`config.mk`:
```
export PLATFORM = sky130hd
export DESIGN_NAME = mmbd_queue
export DESIGN_NICKNAME = d
export VERILOG_FILES = /design/src/hdl/mmbd_pkg.sv /design/src/hdl/mmbd_queue.sv
export SDC_FILE = /design/constraint.sdc
export NUM_CORES = 1
export LEC_CHECK = 0
export BUFFER_PORTS_ARGS = -buffer_cell sky130_fd_sc_hd__buf_2
export CORE_MARGIN = 4
export CORE_UTILIZATION = 46
export DETAILED_ROUTE_END_ITERATION = 12
export PLACE_DENSITY = 0.84
export RECOVER_POWER = 25
export SYNTH_ARGS = -nofsm -noshare
export SYNTH_HDL_FRONTEND = slang
export SYNTH_SLANG_ARGS = --single-unit
```
`constraint.sdc`:
```
create_clock -name clock -period 2.7 [get_ports clock]
set_clock_uncertainty 0.15 [all_clocks]
set_input_delay 0.675 -clock clock [delete_from_list [all_inputs] [get_ports clock]]
set_output_delay 0.675 -clock clock [all_outputs]
set_load 0.005 [all_outputs]
```
`src/hdl/mmbd_pkg.sv`:
```
package mmbd_pkg;

   // Address map
   localparam logic [15:0] ADDR_VRAM_BASE     = 16'h8000;
   localparam logic [15:0] ADDR_CART_RAM_BASE = 16'hA000;
   localparam logic [15:0] ADDR_WRAM_BASE     = 16'hC000;
   localparam logic [15:0] ADDR_OAM_BASE      = 16'hFE00;
   localparam logic [15:0] ADDR_UNUSABLE_BASE = 16'hFEA0;
   localparam logic [15:0] ADDR_IO_BASE       = 16'hFF00;
   localparam logic [15:0] ADDR_HRAM_BASE     = 16'hFF80;
   localparam logic [15:0] ADDR_IE            = 16'hFFFF;
   localparam logic [15:0] ADDR_JOYPAD        = 16'hFF00;
   localparam logic [15:0] ADDR_SERIAL_CTRL   = 16'hFF02;
   localparam logic [15:0] ADDR_TIMER_LO      = 16'hFF04;
   localparam logic [15:0] ADDR_TIMER_HI      = 16'hFF07;
   localparam logic [15:0] ADDR_IF            = 16'hFF0F;
   localparam logic [15:0] ADDR_AUDIO_LO      = 16'hFF10;
   localparam logic [15:0] ADDR_AUDIO_HI      = 16'hFF3F;
   localparam logic [15:0] ADDR_LCD_LO        = 16'hFF40;
   localparam logic [15:0] ADDR_LCD_HI        = 16'hFF4B;

   localparam logic [7:0] IF_RESET         = 8'hE1;
   localparam logic [7:0] IE_RESET         = 8'h00;
   localparam logic [7:0] IF_READ_SET      = 8'hE0;
   localparam logic [7:0] SERIAL_CTRL_MASK = 8'h7F;
   localparam logic [7:0] UNUSABLE_READ    = 8'hFF;

   localparam int WRAM_DEPTH  = 8192;
   localparam int WRAM_AW     = $clog2(WRAM_DEPTH);
   // I/O bytes and high RAM share one page store indexed by the low address byte
   localparam int HPAGE_DEPTH = 256;
   localparam int HPAGE_AW    = $clog2(HPAGE_DEPTH);
   localparam int QUEUE_DEPTH = 2;
   localparam int QUEUE_AW    = $clog2(QUEUE_DEPTH);
   localparam int QUEUE_CW    = $clog2(QUEUE_DEPTH + 1);

   typedef enum logic [2:0] {
      TGT_LOCAL  = 3'd0,
      TGT_CART   = 3'd1,
      TGT_VRAM   = 3'd2,
      TGT_OAM    = 3'd3,
      TGT_JOYPAD = 3'd4,
      TGT_TIMER  = 3'd5,
      TGT_AUDIO  = 3'd6,
      TGT_LCD    = 3'd7
   } mmbd_target_type;

   typedef enum logic [2:0] {
      LOC_NONE,
      LOC_WRAM,
      LOC_HPAGE,
      LOC_IF,
      LOC_IE
   } mmbd_loc_type;

   typedef struct packed {
      mmbd_target_type target;
      logic            is_write;
      mmbd_loc_type    loc;
      logic [15:0]     address;
      logic [7:0]      data;
   } mmbd_op_type;

   typedef struct packed {
      logic can_push;
      logic can_pop;
   } mmbd_q_stat_type;

   typedef struct packed {
      logic init_done;
   } mmbd_back_stat_type;

endpackage

```
`src/hdl/mmbd_queue.sv`:
```
module mmbd_queue (
   input  logic                     clock,
   input  logic                     reset,
   input  logic                     push,
   input  mmbd_pkg::mmbd_op_type     push_op,
   input  logic                     pop,
   output mmbd_pkg::mmbd_op_type     head_op,
   output mmbd_pkg::mmbd_q_stat_type q_stat
);

   mmbd_pkg::mmbd_op_type                 entry_ff [mmbd_pkg::QUEUE_DEPTH];
   logic [mmbd_pkg::QUEUE_AW-1:0]         wr_ptr_ff, wr_ptr_in;
   logic [mmbd_pkg::QUEUE_AW-1:0]         rd_ptr_ff, rd_ptr_in;
   logic [mmbd_pkg::QUEUE_CW-1:0]         count_ff, count_in;

   localparam logic [mmbd_pkg::QUEUE_AW-1:0] LAST_PTR =
      mmbd_pkg::QUEUE_AW'(mmbd_pkg::QUEUE_DEPTH - 1);
   localparam logic [mmbd_pkg::QUEUE_CW-1:0] FULL_COUNT =
      mmbd_pkg::QUEUE_CW'(mmbd_pkg::QUEUE_DEPTH);

   assign q_stat.can_push = (count_ff != FULL_COUNT);
   assign q_stat.can_pop  = (count_ff != '0);
   assign head_op         = entry_ff[rd_ptr_ff];

   always_comb begin
      wr_ptr_in = wr_ptr_ff;
      rd_ptr_in = rd_ptr_ff;
      count_in  = count_ff;
      if (push) begin
         wr_ptr_in = (wr_ptr_ff == LAST_PTR) ? '0 : wr_ptr_ff + 1'b1;
      end
      if (pop) begin
         rd_ptr_in = (rd_ptr_ff == LAST_PTR) ? '0 : rd_ptr_ff + 1'b1;
      end
      if (push && !pop) begin
         count_in = count_ff + 1'b1;
      end else if (pop && !push) begin
         count_in = count_ff - 1'b1;
      end
   end

   always_ff @(posedge clock) begin
      if (reset) begin
         wr_ptr_ff <= '0;
         rd_ptr_ff <= '0;
         count_ff  <= '0;
      end else begin
         wr_ptr_ff <= wr_ptr_in;
         rd_ptr_ff <= rd_ptr_in;
         count_ff  <= count_in;
      end
   end

   always_ff @(posedge clock) begin
      if (push) begin
         entry_ff[wr_ptr_ff] <= push_op;
      end
   end

   a_count_range: assert property (@(posedge clock) disable iff (reset)
      count_ff <= FULL_COUNT)
      else $error("queue count out of range");

   a_no_overflow: assert property (@(posedge clock) disable iff (reset)
      push |-> (count_ff != FULL_COUNT) || pop)
      else $error("push into full queue");

   a_no_underflow: assert property (@(posedge clock) disable iff (reset)
      pop |-> count_ff != '0)
      else $error("pop from empty queue");

endmodule

```
==> key figures, run 1 <==
Outcome
  • Status: finished, final reports clean

Global routing
  • Initial antenna violation count: 0
  • Largest net degree at the start of global routing: 32
  • Total GRT Usage: 0.126
  • GRT overflow: 0
  • First-pass GRT wire length: between 5 and 6 mm
  • Vias in the first global route: 1345

STA
  • Final count of hold timing violations: 0
  • Min cycle time layout: around 2.4 ns
  • Final Setup Violations: 0
  • Max Fclk: about 430 MHz
  • Post-route clock period utilization: 0.871
  • Worst slew pin tran: approximately 0.41 ns
  • Slew Viols, Final: 0
  • RSZ-0062 raised after global routing: no
  • Worst hold slack: 0.354 ns
  • Setup_tns: 0 ns
  • Setup ws final: 0.349 ns
  • Max_slew headroom: 0.727

Clocking
  • Clk root buf: clkbuf_8
  • CTS buffer count: 9
  • Post-CTS Setup Inserts: 0
  • Worst skew pair latency: between 0.3 and 0.4 ns
  • CTS Hold Bufs: 0
  • # resized after CTS: 0
  • Clk buf depth: 2
  • Worst-path clk slew: roughly 0.06 ns
  • Clock Sinks: 67
  • CTS H-tree lvls: 3
  • CTS tree: done

Logic synthesis
  • Sequential-to-total area share from yosys stat: 0.806
  • Post-synthesis compound-gate area fraction: 0.00411
  • Synth Area in Simple Gates: 0.0190
  • Post-synth top area cell: edfxtp_1
  • Syn Area/Cell: just over 20 um2
  • Synth area leaders: edfxtp_1, mux2_1, dfxtp_1, xnor2_1, xor2_1
  • Xor/xnor share of the synthesized area: 0.0144
  • Mux share of post-synthesis cell area: 0.143
  • Warnings from Yosys: 0
  • Share of the synthesized area in the top cell type: 0.765
  • Cell count after synthesis: 118
  • Syn Nets: roughly 150
  • Combinational family with the most area after synthesis: multiplexers
  • #FFs+latches synth: between 60 and 70
  • Adder-Cell Fraction of Synth Area: 0.00514
  • Distinct cells, synth: 16
  • Mapped cell area: around 2400 um2

Worst setup path
  • Worst Setup Start Kind: flop
  • Critical path capture point type: primary output
  • Critical path cell sequence: buf_4 > mux2_1 > buf_2
  • Crit path kind: flop to primary output
  • Crit-path leading delay family: buffers and inverters
  • CP Depth: 3
  • Reg2reg start: wr_ptr_ff
  • WP data required: 1.88 ns
  • R2R setup slack: between 1 and 1.5 ns
  • Slowest Stage Delay on Critical Path: between 0.3 and 0.4 ns
  • CP Max Fanout: 31
  • Crit path DAT: between 1.5 and 2 ns
  • Worst Reg-to-Reg Cells: 2
  • Worst R2R End: entry_ff[0][29]
  • Slowest CP cell: mux2_1
  • CP bufs+invs: 2

Detailed routing
  • Drt drc: 0
  • Vias per inst: approximately 4.7
  • Total number of vias: approximately 1300
  • Final ANT Viol Nets: 0
  • Avg WL per Cell: about 14 um
  • TritonRoute pass-1 iters: 2
  • Final wirelength: ~3.8 mm
  • 1st-iter DRT viols: 37

Power
  • Pwr Density: ~730 nW/um2
  • Leak: between 0.001 and 0.0015 uW
  • Maximum vdd drop: 0.469 mV

Floorplan
  • # rows: 26
  • Floorplan core area: between 5000 and 6000 um2
  • Die ar.: 6520 um2
  • # IOs: 68
  • Initial core utilization: 0.476
  • Die H: about 80 um
  • DIE WIDTH: 80.7 um

Worst hold path
  • Hold Startpoint: count_ff[1]
  • Hold path depth: 2
  • Worst hold path class: flop to flop
  • Hold EP: count_ff[1]

Placed design
  • HPWL after detailed placement: approximately 2.6 mm
  • Port bufs: 67
  • Place WS: about 0.68 ns
  • # placed instances: 256
  • Placer Congestion: around 0.68

Layout
  • Sequential standard cell area: 1960 um2
  • Final cell count without fillers: roughly 270
  • Layout area overhead: 25.9%
  • Antenna Cells: 0
  • Share of cells above drive strength 1: 0.391
  • Fill cell count: 392
  • Nets: around 230
  • Multi-input logic area: between 400 and 500 um2

Run
  • Max_cap viols: 0
[report_power, final]
part,switching (uW),internal (uW),leakage (uW)
combinational,110,107,0.000441
sequential,16.6,1210,0.000623
clock,325,477,0.000101
[metrics by stage]
stage	cell area (um2)	total power, uW	util
4_1_cts	3070	2280	0.601
5_1_grt	3060	2360	0.600
3_3_place_gp	2870	1460	0.563
6_report	3060	2240	0.600
2_1_floorplan	2430	1360	-
3_5_place_dp	2870	1470	0.563
[kinds of logic after synthesis]
| logic type | count (synthesis) |
|---|---|
| multiplexers | 31 |
| AND/OR/NAND/NOR | 9 |
| flip-flops | 67 |
| AO/OA/AOI/OAI | 2 |
| XOR/XNOR | 4 |
| buffers and inverters | 4 |
| adder cells (fa/ha/maj) | 1 |
[worst register-to-register path, stage by stage (launching register included)]
cell and delay, ns:
dfxtp_1 0.33, nor2b_2 0.11, buf_4 0.37
[area by class of cell]
class / count / share of cell area
Sequential cell: 67 / 0.640
Inverter: 1 / 0.00122
Clock inverter: 2 / 0.0114
Multi-Input combinational cell: 47 / 0.149
Tap cell: 70 / 0.0286
Clock buffer: 14 / 0.0531
Timing Repair Buffer: 71 / 0.117
[registers in the layout, indices dropped and copies added (netlist names), named ones only]
register   count
entry_ff      62
wr_ptr_ff      1
count_ff       2
rd_ptr_ff      1
[per-layer routing]
layer	GRT usage	routed length, um	vias up
li1	-	-	611
met1	0.133	1440	614
met2	0.214	1980	43
met3	0.0377	291	11
met4	0.0912	113	0
met5	0	0	-
[worst max-delay path by stage]
stage,to,slack (ns),start
floorplan,entry_ff[0][0],0.05,push
finish,head_op[10],0.35,flop
global route,head_op[10],0.24,flop
CTS,head_op[10],0.31,flop
detailed placement,head_op[10],0.68,flop
global placement,head_op[10],0.68,flop
[layout by cell type, fill, tap and decap left out]
cell type / n
o21ai_0: 1
nor2b_2: 1
clkinv_2: 1
clkbuf_8: 11
nand2b_1: 1
mux2_1: 31
nor2_1: 4
clkbuf_1: 9
dfxtp_1: 5
and2_1: 1
ha_1: 1
inv_1: 1
or3_1: 1
bufinv_16: 1
or2_1: 1
xor2_1: 2
a21oi_1: 1
xnor2_1: 2
buf_4: 4
edfxtp_1: 62
buf_2: 61
[synth_stat cells, drive strengths merged]
cell type and n:
nor2 4, ha 1, a21oi 1, o21ai 1, dfxtp 5, or2 1
xor2 2, mux2 31, inv 1, or3 1, xnor2 2, and2 1
edfxtp 62, nand2b 1, buf 3, nor2b 1
No activity file was read; power rests on OpenSTA's default activity.
==> run 2: changes to the inputs <==
==> constraint.sdc (replaced) <==
create_clock -name clock -period 2.7 [get_ports clock]
set_clock_uncertainty 0.15 [all_clocks]
set_input_delay 0 -clock clock [delete_from_list [all_inputs] [get_ports clock]]
set_output_delay 0 -clock clock [all_outputs]
set_load 0.005 [all_outputs]
==> run 2 against run 1 <==
Net effect: cell area increased by 11%; sequential power hardly changed; hold slack lost 0.11 ns; setup slack better by 0.60 ns; register-to-register slack worse by 0.40 ns; first-iteration DRC count increased by 120%; die area unchanged; critical path type is now input port to flop.
==> key figures, run 2 (synthesized netlist as in run 1, its figures left out) <==
Clocking
  • Worst skew pair latency: 0.32 ns
  • CTS buffer count: 9
  • Worst-path clk slew: about 0.060 ns
  • CTS Hold Bufs: 35
  • Clock Sinks: 67
  • # resized after CTS: 0
  • CTS H-tree lvls: 3
  • CTS tree: done
  • Clk buf depth: 2
  • Clk root buf: clkbuf_8
  • Post-CTS Setup Inserts: 0

Power
  • Leak: approximately 0.0013 uW
  • Maximum vdd drop: 0.332 mV
  • Pwr Density: around 660 nW/um2

STA
  • Worst hold slack: approximately 0.25 ns
  • Min cycle time layout: 1.75 ns
  • Post-route clock period utilization: 0.647
  • Final Setup Violations: 0
  • Max_slew headroom: 0.596
  • Final count of hold timing violations: 0
  • Setup ws final: between 0.9 and 1 ns
  • Slew Viols, Final: 0
  • RSZ-0062 raised after global routing: no
  • Worst slew pin tran: 0.603 ns
  • Setup_tns: 0 ns
  • Max Fclk: roughly 570 MHz

Floorplan
  • # rows: 26
  • DIE WIDTH: between 80 and 90 um
  • # IOs: 68
  • Die ar.: 6520 um2
  • Floorplan core area: approximately 5100 um2
  • Die H: 80.7 um
  • Initial core utilization: 0.476

Global routing
  • GRT overflow: 0
  • Initial antenna violation count: 0
  • First-pass GRT wire length: just under 7 mm
  • Largest net degree at the start of global routing: 32
  • Total GRT Usage: 0.146
  • Vias in the first global route: roughly 1500

Worst setup path
  • Crit path kind: input port to flop
  • Worst Setup Start Kind: input port
  • WP data required: 2.55 ns
  • Crit path DAT: 1.60 ns
  • CP Max Fanout: 20
  • Critical path capture point type: flop

Layout
  • Fill cell count: 354
  • Max reg flops: between 60 and 70
  • Top reg by flops: entry_ff
  • Multi-input logic area: between 400 and 500 um2
  • Top Registers: entry_ff (62), count_ff (2)
  • Antenna Cells: 0
  • Commonest cells after routing, fill and taps aside: edfxtp_1, buf_2, dlygate4sd3_1
  • Commonest non-fill, non-tap cell in the layout: edfxtp_1
  • Core Util, Final: 0.666
  • Share of cells above drive strength 1: 0.305
  • Nets: around 270
  • Sequential standard cell area: just under 2000 um2
  • Layout area overhead: 39.7%

Placed design
  • Placer Congestion: 0.677
  • Port bufs: 67
  • HPWL after detailed placement: between 2 and 3 mm
  • Place WS: ~1 ns

Detailed routing
  • TritonRoute pass-1 iters: 4
  • 1st-iter DRT viols: about 80
  • Avg WL per Cell: 14.2 um
  • Vias per inst: approximately 4.5
  • Final ANT Viol Nets: 0
  • Drt drc: 0
  • Total number of vias: roughly 1400
  • Final wirelength: around 4.4 mm

Worst hold path
  • Worst hold path class: input port to flop

Outcome
  • Status: finished, final reports clean

Run
  • Max_cap viols: 0
[run 2: changes by cell type in the layout (fill, tap and decap cells not counted)]
cell	change
bufinv_16	-1
clkbuf_8	+3
dlygate4sd3_1	+35
clkbuf_2	+1
buf_2	-9
buf_4	-1
clkbuf_1	+6
[run 2: stage by stage]
| stage | cell area, um2 | total power (uW) | std cells |
|---|---|---|---|
| after floorplan | 2430 | 1360 | 118 |
| after global placement | 2870 | 1460 | 255 |
| after detailed placement | 2870 | 1470 | 255 |
| after CTS | 3420 | 2290 | 306 |
| after global routing | 3400 | 2370 | 306 |
| final | 3400 | 2260 | 306 |
[run 2: per-layer routing]
metal | GRT usage | wire [um] | up-vias
li1 | - | - | 678
met1 | 0.164 | 1780 | 642
met2 | 0.251 | 2190 | 48
met3 | 0.0344 | 247 | 13
met4 | 0.0929 | 130 | 0
met5 | 0 | 0 | -
[run 2: cell type report]
class,instances,area share
well taps,70,0.0258
flip-flops and latches,67,0.577
inverters,1,0.00110
multi-input cells,47,0.134
repair buffers,105,0.203
clock inverters,1,0.00147
clock buffers,15,0.0578
[run 2: worst paths after layout]
check,startpoint,end,slack (ns),cells past startpoint
worst min-delay path,push_op[10],entry_ff[0][10],0.25,2
worst min register to register,count_ff[1],count_ff[1],0.36,2
worst max-delay path,push,entry_ff[0][4],0.95,4
worst max register to register,wr_ptr_ff,entry_ff[0][4],0.99,2
[run 2: where the power goes]
part / switching (uW) / leakage, uW / internal [uW] / total (uW)
sequential: 17.4 / 0.000623 / 1210 / 1230
combinational: 119 / 0.000562 / 138 / 256
clock: 321 / 0.000106 / 458 / 779
[run 2: worst max-delay path, stage by stage]
cell and delay, ns:
dlygate4sd3_1 0.52, buf_2 0.14, nor2b_2 0.53, buf_4 0.39
