### src/hdl/mmbd_pkg.sv
package mmbd_pkg;

   // Address map
   localparam logic [15:0] ADDR_VRAM_BASE     = 16'h8000;
   localparam logic [15:0] ADDR_CART_RAM_BASE = 16'hA000;
   localparam logic [15:0] ADDR_WRAM_BASE     = 16'hC000;
   localparam logic [15:0] ADDR_OAM_BASE      = 16'hFE00;
   localparam logic [15:0] ADDR_UNUSABLE_BASE = 16'hFEA0;
   localparam logic [15:0] ADDR_IO_BASE       = 16'hFF00;
   localparam logic [15:0] ADDR_HRAM_BASE     = 16'hFF80;
   localparam logic [15:0] ADDR_IE            = 16'hFFFF;
   localparam logic [15:0] ADDR_JOYPAD        = 16'hFF00;
   localparam logic [15:0] ADDR_SERIAL_CTRL   = 16'hFF02;
   localparam logic [15:0] ADDR_TIMER_LO      = 16'hFF04;
   localparam logic [15:0] ADDR_TIMER_HI      = 16'hFF07;
   localparam logic [15:0] ADDR_IF            = 16'hFF0F;
   localparam logic [15:0] ADDR_AUDIO_LO      = 16'hFF10;
   localparam logic [15:0] ADDR_AUDIO_HI      = 16'hFF3F;
   localparam logic [15:0] ADDR_LCD_LO        = 16'hFF40;
   localparam logic [15:0] ADDR_LCD_HI        = 16'hFF4B;

   localparam logic [7:0] IF_RESET         = 8'hE1;
   localparam logic [7:0] IE_RESET         = 8'h00;
   localparam logic [7:0] IF_READ_SET      = 8'hE0;
   localparam logic [7:0] SERIAL_CTRL_MASK = 8'h7F;
   localparam logic [7:0] UNUSABLE_READ    = 8'hFF;

   localparam int WRAM_DEPTH  = 8192;
   localparam int WRAM_AW     = $clog2(WRAM_DEPTH);
   // I/O bytes and high RAM share one page store indexed by the low address byte
   localparam int HPAGE_DEPTH = 256;
   localparam int HPAGE_AW    = $clog2(HPAGE_DEPTH);
   localparam int QUEUE_DEPTH = 2;
   localparam int QUEUE_AW    = $clog2(QUEUE_DEPTH);
   localparam int QUEUE_CW    = $clog2(QUEUE_DEPTH + 1);

   typedef enum logic [2:0] {
      TGT_LOCAL  = 3'd0,
      TGT_CART   = 3'd1,
      TGT_VRAM   = 3'd2,
      TGT_OAM    = 3'd3,
      TGT_JOYPAD = 3'd4,
      TGT_TIMER  = 3'd5,
      TGT_AUDIO  = 3'd6,
      TGT_LCD    = 3'd7
   } mmbd_target_type;

   typedef enum logic [2:0] {
      LOC_NONE,
      LOC_WRAM,
      LOC_HPAGE,
      LOC_IF,
      LOC_IE
   } mmbd_loc_type;

   typedef struct packed {
      mmbd_target_type target;
      logic            is_write;
      mmbd_loc_type    loc;
      logic [15:0]     address;
      logic [7:0]      data;
   } mmbd_op_type;

   typedef struct packed {
      logic can_push;
      logic can_pop;
   } mmbd_q_stat_type;

   typedef struct packed {
      logic init_done;
   } mmbd_back_stat_type;

endpackage

### src/hdl/mmbd_if.sv
interface mmbd_req_if;
   logic        valid;
   logic        ready;
   logic        req_type;
   logic [15:0] address;
   logic [7:0]  write_data;

   modport source(output valid, req_type, address, write_data, input ready);
   modport sink(input valid, req_type, address, write_data, output ready);
endinterface


### src/hdl/mmbd_front.sv
module mmbd_front (
   mmbd_req_if.sink                    req_bus,
   input  mmbd_pkg::mmbd_q_stat_type    q_stat,
   input  mmbd_pkg::mmbd_back_stat_type back_stat,
   output logic                        push,
   output mmbd_pkg::mmbd_op_type        push_op
);

   logic [15:0] a;

   assign a             = req_bus.address;
   assign req_bus.ready = q_stat.can_push & back_stat.init_done;
   assign push          = req_bus.valid & req_bus.ready;

   always_comb begin
      push_op.is_write = req_bus.req_type;
      push_op.address  = a;
      push_op.data     = req_bus.write_data;
      push_op.target   = mmbd_pkg::TGT_LOCAL;
      push_op.loc      = mmbd_pkg::LOC_NONE;

      if (a < mmbd_pkg::ADDR_VRAM_BASE) begin
         push_op.target = mmbd_pkg::TGT_CART;
      end else if (a < mmbd_pkg::ADDR_CART_RAM_BASE) begin
         push_op.target = mmbd_pkg::TGT_VRAM;
      end else if (a < mmbd_pkg::ADDR_WRAM_BASE) begin
         push_op.target = mmbd_pkg::TGT_CART;
      end else if (a < mmbd_pkg::ADDR_OAM_BASE) begin
         // work RAM and its echo both index by the low bits
         push_op.loc = mmbd_pkg::LOC_WRAM;
      end else if (a < mmbd_pkg::ADDR_UNUSABLE_BASE) begin
         push_op.target = mmbd_pkg::TGT_OAM;
      end else if (a < mmbd_pkg::ADDR_IO_BASE) begin
         push_op.loc = mmbd_pkg::LOC_NONE;
      end else if (a < mmbd_pkg::ADDR_HRAM_BASE) begin
         if (a == mmbd_pkg::ADDR_JOYPAD) begin
            push_op.target = mmbd_pkg::TGT_JOYPAD;
         end else if (a >= mmbd_pkg::ADDR_TIMER_LO && a <= mmbd_pkg::ADDR_TIMER_HI) begin
            push_op.target = mmbd_pkg::TGT_TIMER;
         end else if (a >= mmbd_pkg::ADDR_AUDIO_LO && a <= mmbd_pkg::ADDR_AUDIO_HI) begin
            push_op.target = mmbd_pkg::TGT_AUDIO;
         end else if (a >= mmbd_pkg::ADDR_LCD_LO && a <= mmbd_pkg::ADDR_LCD_HI) begin
            push_op.target = mmbd_pkg::TGT_LCD;
         end else if (a == mmbd_pkg::ADDR_IF) begin
            push_op.loc = mmbd_pkg::LOC_IF;
         end else begin
            push_op.loc = mmbd_pkg::LOC_HPAGE;
         end
      end else if (a == mmbd_pkg::ADDR_IE) begin
         push_op.loc = mmbd_pkg::LOC_IE;
      end else begin
         push_op.loc = mmbd_pkg::LOC_HPAGE;
      end

      // serial control bit 7 never sticks
      if (a == mmbd_pkg::ADDR_SERIAL_CTRL) begin
         push_op.data = req_bus.write_data & mmbd_pkg::SERIAL_CTRL_MASK;
      end
   end

endmodule

### src/flat_wrapper.sv
// flat-port wrapper written by rule: the top's interface ports become plain ports
module mmbd_front_flat 
  (q_stat, back_stat, push, push_op, req_bus_valid, req_bus_req_type, req_bus_address, req_bus_write_data, req_bus_ready);
  mmbd_req_if req_bus_i ();
  input  mmbd_pkg::mmbd_q_stat_type q_stat;
  input  mmbd_pkg::mmbd_back_stat_type back_stat;
  output logic push;
  output mmbd_pkg::mmbd_op_type push_op;
  input wire logic [$bits(req_bus_i.valid)-1:0] req_bus_valid;
  input wire logic [$bits(req_bus_i.req_type)-1:0] req_bus_req_type;
  input wire logic [$bits(req_bus_i.address)-1:0] req_bus_address;
  input wire logic [$bits(req_bus_i.write_data)-1:0] req_bus_write_data;
  output wire logic [$bits(req_bus_i.ready)-1:0] req_bus_ready;
  assign req_bus_i.valid = req_bus_valid;
  assign req_bus_i.req_type = req_bus_req_type;
  assign req_bus_i.address = req_bus_address;
  assign req_bus_i.write_data = req_bus_write_data;
  assign req_bus_ready = req_bus_i.ready;
  mmbd_front u_core (.req_bus(req_bus_i), .q_stat(q_stat), .back_stat(back_stat), .push(push), .push_op(push_op));
endmodule
### config.mk
export PLATFORM = sky130hd
export DESIGN_NAME = mmbd_front_flat
export DESIGN_NICKNAME = d
export VERILOG_FILES = /design/src/hdl/mmbd_pkg.sv /design/src/hdl/mmbd_if.sv /design/src/hdl/mmbd_front.sv /design/src/flat_wrapper.sv
export SDC_FILE = /design/constraint.sdc
export NUM_CORES = 1
export LEC_CHECK = 0
export ABC_CLOCK_PERIOD_IN_PS = 5450
export BUFFER_PORTS_ARGS = -buffer_cell sky130_fd_sc_hd__buf_2
export CAP_MARGIN = 10
export CORE_AREA = 2 2 39 41
export DETAILED_ROUTE_END_ITERATION = 7
export DIE_AREA = 0 0 41 43
export PLACE_DENSITY = 0.86
export SLEW_MARGIN = 20
export SYNTH_ARGS = -nofsm -noshare
export SYNTH_HDL_FRONTEND = slang
export SYNTH_SLANG_ARGS = --single-unit
### constraint.sdc
create_clock -name vclk -period 5.45
set_input_delay 1.3625 -clock vclk [all_inputs]
set_output_delay 1.3625 -clock vclk [all_outputs]
set_load 0.005 [all_outputs]
==> out/results.ini, run 1 <==
[detailed_routing]
routed_via_density = 4.863
num_vias = 496
first_pass_iters = 4
route.detailed.drc = 0
detail_route.wl_per_cell_um = 10.46
drtAntennaViolNets = 0
drt_iter0_drc = 7
wl_mm = 1.067

[sta]
finalCriticalPeriod_ns = 3.972
final-setup-viol-count = 0
finalSetupTns_ns = 0
slew_viol_final = 0
fmax_ghz = 0.2518
rsz0062_at_grt = false
max_slew.worst_pin.slew_ns = 0.3291
post-route-period-util_pct = 72.88
relSlewSlack_pct = 77.71
hold_viol = 0

[logic_synthesis]
synth_fp_nets = 94
synthMuxAreaShare_pct = 0
synthSimpleGateAreaFrac_pct = 38.82
syn_area_um2 = 425.4
ys_warn_count = 0
synth_top_family_by_area = buffers and inverters
netlist_instances = 65
synthXorXnorAreaFrac_pct = 0
synth_compound_area_share_pct = 18.82
yosysSeqAreaShare_pct = 0
synthAdderAreaFrac_pct = 0
ys_types = 23
avgSynthCellArea_um2 = 6.545

[cells_and_area]
synthToLayoutAreaGrowth_pct = 15.29
diodes = 0
fin_nets = 117
clock_buffers = 0
drive_above_1_share_pct = 54.65
final_util_pct = 35.44
numSequentialCells = 0
seq_area_um2 = 0
fin_cells = 102

[global_route]
grt_pass1_wl_mm = 1.524
track_usage_pct = 11.29
grt_max_degree = 8
grt_antenna_before_repair = 0
grt-ovfl-total = 0
grt_pass1_vias = 411

[cts]
cts_hold_buf = 0
cts_setup_buffers = 0
cts_resized = 0

[setup_path]
critPathMaxFanout = 6
critPathLaunchType = input pin
cp_num_buf_inv = 2
cp.arrival_ns = 2.61
cpMaxStageDelayCell = or4b_1
crit_chain = buf_2, or4b_1, o22ai_2, o311ai_1, a21oi_2, buf_2
cpLargestDelayFamily = simple AND/OR/NAND/NOR gates
crit_top_cell = buf_2
cp-end-kind = primary output
cp.required_ns = 4.09
cpPeakStageDelay_ns = 0.53
worstSetupPathType = input pin to primary output

[floorplan]
dieArea_mm2 = 0.001763
io_pins = 62
core-area_mm2 = 0.001384
rows = 14
die_w_um = 41
die_y_um = 43
start_util_pct = 30.74

[power]
p_per_area_mw_per_mm2 = 61.69
leakage_uw = 0.0002491
ir_drop_mv = 0.02199

[status]
outcome = finished, final reports clean

[place]
numPortBuffers = 45
gp_congestion = 0.7942
hpwl_um = 957.5
dp.cells = 102

[job]
max_cap_viol_count = 0

[worst_hold_path]
hold_class = input pin to primary output

[cell usage in the layout, fill, tap and decap left out]
cell type / instances
o22ai_2: 1
and3_1: 1
a21oi_2: 1
nand4_1: 4
or2b_1: 1
o21bai_1: 1
or3_1: 1
o311ai_1: 1
o211ai_1: 1
nor3b_1: 1
nand3_1: 3
nand2_1: 4
a21oi_1: 2
or2_1: 2
nor2_1: 7
o41ai_1: 1
o221ai_1: 1
o21a_1: 1
nand2b_1: 1
or4b_1: 1
nor3_1: 3
buf_2: 45
and2_1: 2
[cells in the mapped netlist, drive strengths merged (2+ instances only)]
cell type	number	area, um2
and2	2	12.51
buf	24	180.2
nor2	7	26.28
nand3	3	15.01
a21oi	3	18.77
nand2	4	15.01
or2	2	12.51
nand4	4	25.02
nor3	3	15.01
[logic make-up after synthesis]
logic type | count (synthesis)
buf+inv | 24
simple gates | 31
compound gates | 10
[path summary, 6_finish.rpt]
kind	start	end	slack [ns]	cells after the start
max	req_bus_address[7]	push_op[29]	1.48	6
min	req_bus_write_data[0]	push_op[0]	2.73	0
[routing by layer]
layer	track usage, %	vias to the layer above	wire length [um]
met5	0	-	0
met3	0.5236	0	144
li1	-	253	-
met2	20.31	38	493
met4	3.333	0	0
met1	13.29	205	429
[report_power, final]
group          total (uW)  switching (uW)  internal (uW)  leakage (uW)
Clock                   0               0              0             0
Combinational        30.3            15.1           15.1      0.000249
Sequential              0               0              0             0
[cell type report]
type / count / area (um2)
timing repair buffer: 45 / 225.2
fill: 162 / 893.4
tap: 16 / 20.02
multi-input combinational: 41 / 245.2
[through the flow]
stage               worst slack (ns)  total power, uW  hold slack (ns)  instance area (um2)
floorplan                      1.791            22.98            2.758                425.4
detailed placement             1.466            30.47            2.725                490.5
CTS                            1.466            30.60            2.725                490.5
global route                   1.414            34.60            2.725                490.5
global placement               1.523            29.55            2.725                490.5
finish                         1.478            30.26            2.725                490.5
Power figures use the tool's default switching activity.
==> run 2, diff against run 1 <==
--- a/config.mk
+++ b/config.mk
@@ -5,13 +5,14 @@
 export SDC_FILE = /design/constraint.sdc
 export NUM_CORES = 1
 export LEC_CHECK = 0
-export ABC_CLOCK_PERIOD_IN_PS = 5450
+export ABC_AREA = 1
+export ABC_CLOCK_PERIOD_IN_PS = 3700
 export BUFFER_PORTS_ARGS = -buffer_cell sky130_fd_sc_hd__buf_2
 export CAP_MARGIN = 10
-export CORE_AREA = 2 2 39 41
+export CORE_MARGIN = 2
+export CORE_UTILIZATION = 33
 export DETAILED_ROUTE_END_ITERATION = 7
-export DIE_AREA = 0 0 41 43
-export PLACE_DENSITY = 0.86
+export PLACE_DENSITY = 0.84
 export SLEW_MARGIN = 20
 export SYNTH_ARGS = -nofsm -noshare
 export SYNTH_HDL_FRONTEND = slang
==> constraint.sdc (replaced) <==
create_clock -name vclk -period 3.7
set_input_delay 0.925 -clock vclk [all_inputs]
set_output_delay 0.925 -clock vclk [all_outputs]
set_load 0.005 [all_outputs]
==> out/results.ini, run 2 <==
[sta]
rsz0062_at_grt = false
fmax_ghz = 0.3658
hold_viol = 0  ; unchanged
finalSetupTns_ns = 0  ; unchanged
post-route-period-util_pct = 73.89
relSlewSlack_pct = 82.47  ; +4.8 points
finalCriticalPeriod_ns = 2.734
final-setup-viol-count = 0  ; unchanged
whs_ns = 1.850  ; -0.8750 ns
max_slew.worst_pin.slew_ns = 0.2602  ; -0.06892 ns
slew_viol_final = 0  ; unchanged

[power]
p_sw_uw = 22.22  ; +47%
ir_drop_mv = 0.03338  ; +52%
p_comb_share_pct = 100.0  ; about the same
clockPowerShare_pct = 0  ; unchanged
sequentialPowerShare_pct = 0  ; unchanged
swShare_pct = 51.90  ; +1.9 points
leakage_uw = 0.0003435  ; +38%
power_uw = 42.81  ; +41%
p_int_uw = 20.59  ; +36%
p_per_area_mw_per_mm2 = 79.94  ; +30%

[setup_path]
cp.required_ns = 2.77  ; -1.32 ns
cpMaxStageDelayCell = o21a_1
crit_chain = buf_2, nor2_2, nand2_1, nor3_2, nand3_2, o21a_1, buf_2
crit_top_cell = buf_2
worstSetupPathType = input pin to primary output
critPathMaxFanout = 5  ; -1
cp.arrival_ns = 1.81  ; -0.80 ns
critPathLaunchType = input pin
cpPeakStageDelay_ns = 0.17  ; -0.36 ns
cp-end-kind = primary output

[logic_synthesis]
synth.most_common_cell = buf_4
netlist_top_cells_area = buf_4, nand2_1, nor2_1, inv_1, nand3_1
avgSynthCellArea_um2 = 5.683  ; -13%
netlist_instances = 83  ; +28%
synthAdderAreaFrac_pct = 0  ; unchanged
yosysSeqAreaShare_pct = 0  ; unchanged
synth_compound_area_share_pct = 9.549  ; -9.3 points
synthMuxAreaShare_pct = 0  ; unchanged
synth_fp_nets = 112  ; +19%
synthXorXnorAreaFrac_pct = 0  ; unchanged
ys_warn_count = 0  ; unchanged
syn_area_um2 = 471.7  ; +11%
synthSimpleGateAreaFrac_pct = 43.24  ; +4.4 points
yosysTopAreaCell = buf_4
synth_top_family_by_area = buffers and inverters
synth_top_area_share_pct = 38.20  ; -4.2 points
ys_types = 18  ; -22%
netlist_top_cells_count = buf_4, nand2_1, nor2_1, inv_1, nand3_1

[place]
dp.cells = 119  ; +17%
postPlaceCellArea_um2 = 535.5  ; +9.2%
numPortBuffers = 45  ; unchanged
hpwl_um = 893.3  ; -6.7%
gp_congestion = 0.7313  ; -7.9%

[detailed_routing]
drt_iter0_drc = 6  ; -1
route.detailed.drc = 0  ; unchanged
first_pass_iters = 4  ; unchanged
drtAntennaViolNets = 0  ; unchanged
routed_via_density = 4.395  ; -9.6%
detail_route.wl_per_cell_um = 8.294  ; -21%
num_vias = 523  ; +5.4%
wl_um = 987  ; -7.5%

[floorplan]
core-area_mm2 = 0.001318  ; -4.8%
die_y_um = 41.81  ; -2.8%
dieArea_mm2 = 0.001748  ; -0.87%
rows = 13  ; -1
start_util_pct = 35.80  ; +5.1 points
io_pins = 62  ; unchanged
die_w_um = 41.81  ; +2.0%

[worst_hold_path]
hold_class = input pin to primary output

[global_route]
grt_max_degree = 7  ; -1
grt_pass1_wl_mm = 1.497  ; -1.8%
grt_pass1_vias = 402  ; -2.2%
grt-ovfl-total = 0  ; unchanged
track_usage_pct = 9.867  ; -1.4 points
grt_antenna_before_repair = 0  ; unchanged

[cells_and_area]
drive_above_1_share_pct = 51.92  ; -2.7 points
numSequentialCells = 0  ; unchanged
multiInputGateArea_um2 = 249.0  ; +1.5%
fin_nets = 135  ; +15%
final_cell_mix = buf_2, nand2_1, nor2_1, inv_1, nand3_1
fin_cells = 119  ; +17%
diodes = 0  ; unchanged
fillers = 151  ; -6.8%
final_cell_area_um2 = 535.5  ; +9.2%
seq_area_um2 = 0  ; unchanged
clock_buffers = 0  ; unchanged
synthToLayoutAreaGrowth_pct = 13.53
final_common_cell = buf_2

[cts]
cts_resized = 0  ; unchanged
cts_setup_buffers = 0  ; unchanged
cts_hold_buf = 0  ; unchanged

[job]
max_cap_viol_count = 0  ; unchanged

[status]
outcome = finished, final reports clean

-- run 2: final timing paths --
kind / start / end / slack (ns) / cells past startpoint
worst max-delay path: req_bus_address[5] / push_op[7] / 0.97 / 7
worst min-delay path: req_bus_req_type / push_op[27] / 1.85 / 0
-- run 2: metrics by stage --
stage               utilization (%)  setup slack, ns
floorplan                         -            1.239
global placement              40.65           0.9655
detailed placement            40.65           0.9684
CTS                           40.65           0.9583
global route                  40.65           0.8636
finish                        40.65           0.9662
-- run 2: power groups by stage --
stage	combinational [uW]	clock [uW]	sequential [uW]
floorplan	34.0	0	0
global placement	42.1	0	0
detailed placement	43.2	0	0
CTS	43.3	0	0
global route	48.3	0	0
finish	42.8	0	0
-- run 2: cells by family (layout without fill, tap and decap cells) --
family	Yosys count	count (layout)
compound gates	8	8
buf+inv	35	56
simple gates	40	40
-- run 2: final cells by class --
type	instances	share of cell area (%)
Inverter	11	7.944
Multi-Input combinational cell	48	46.50
Timing Repair Buffer	45	42.06
Tap cell	15	3.505
-- run 2: metal layers --
layer	vias to the layer above	routed length, um	global-route usage [%]
li1	281	-	-
met1	210	364	10.77
met2	28	491	20.63
met3	4	123	0
met4	0	8	1.935
met5	-	0	0
-- run 2: critical path: cells and delay by family --
family,cells,cell delay (ns)
and+or+nand+nor,4,0.47
AOI/OAI and AO/OA,1,0.17
buffers and inverters,2,0.25
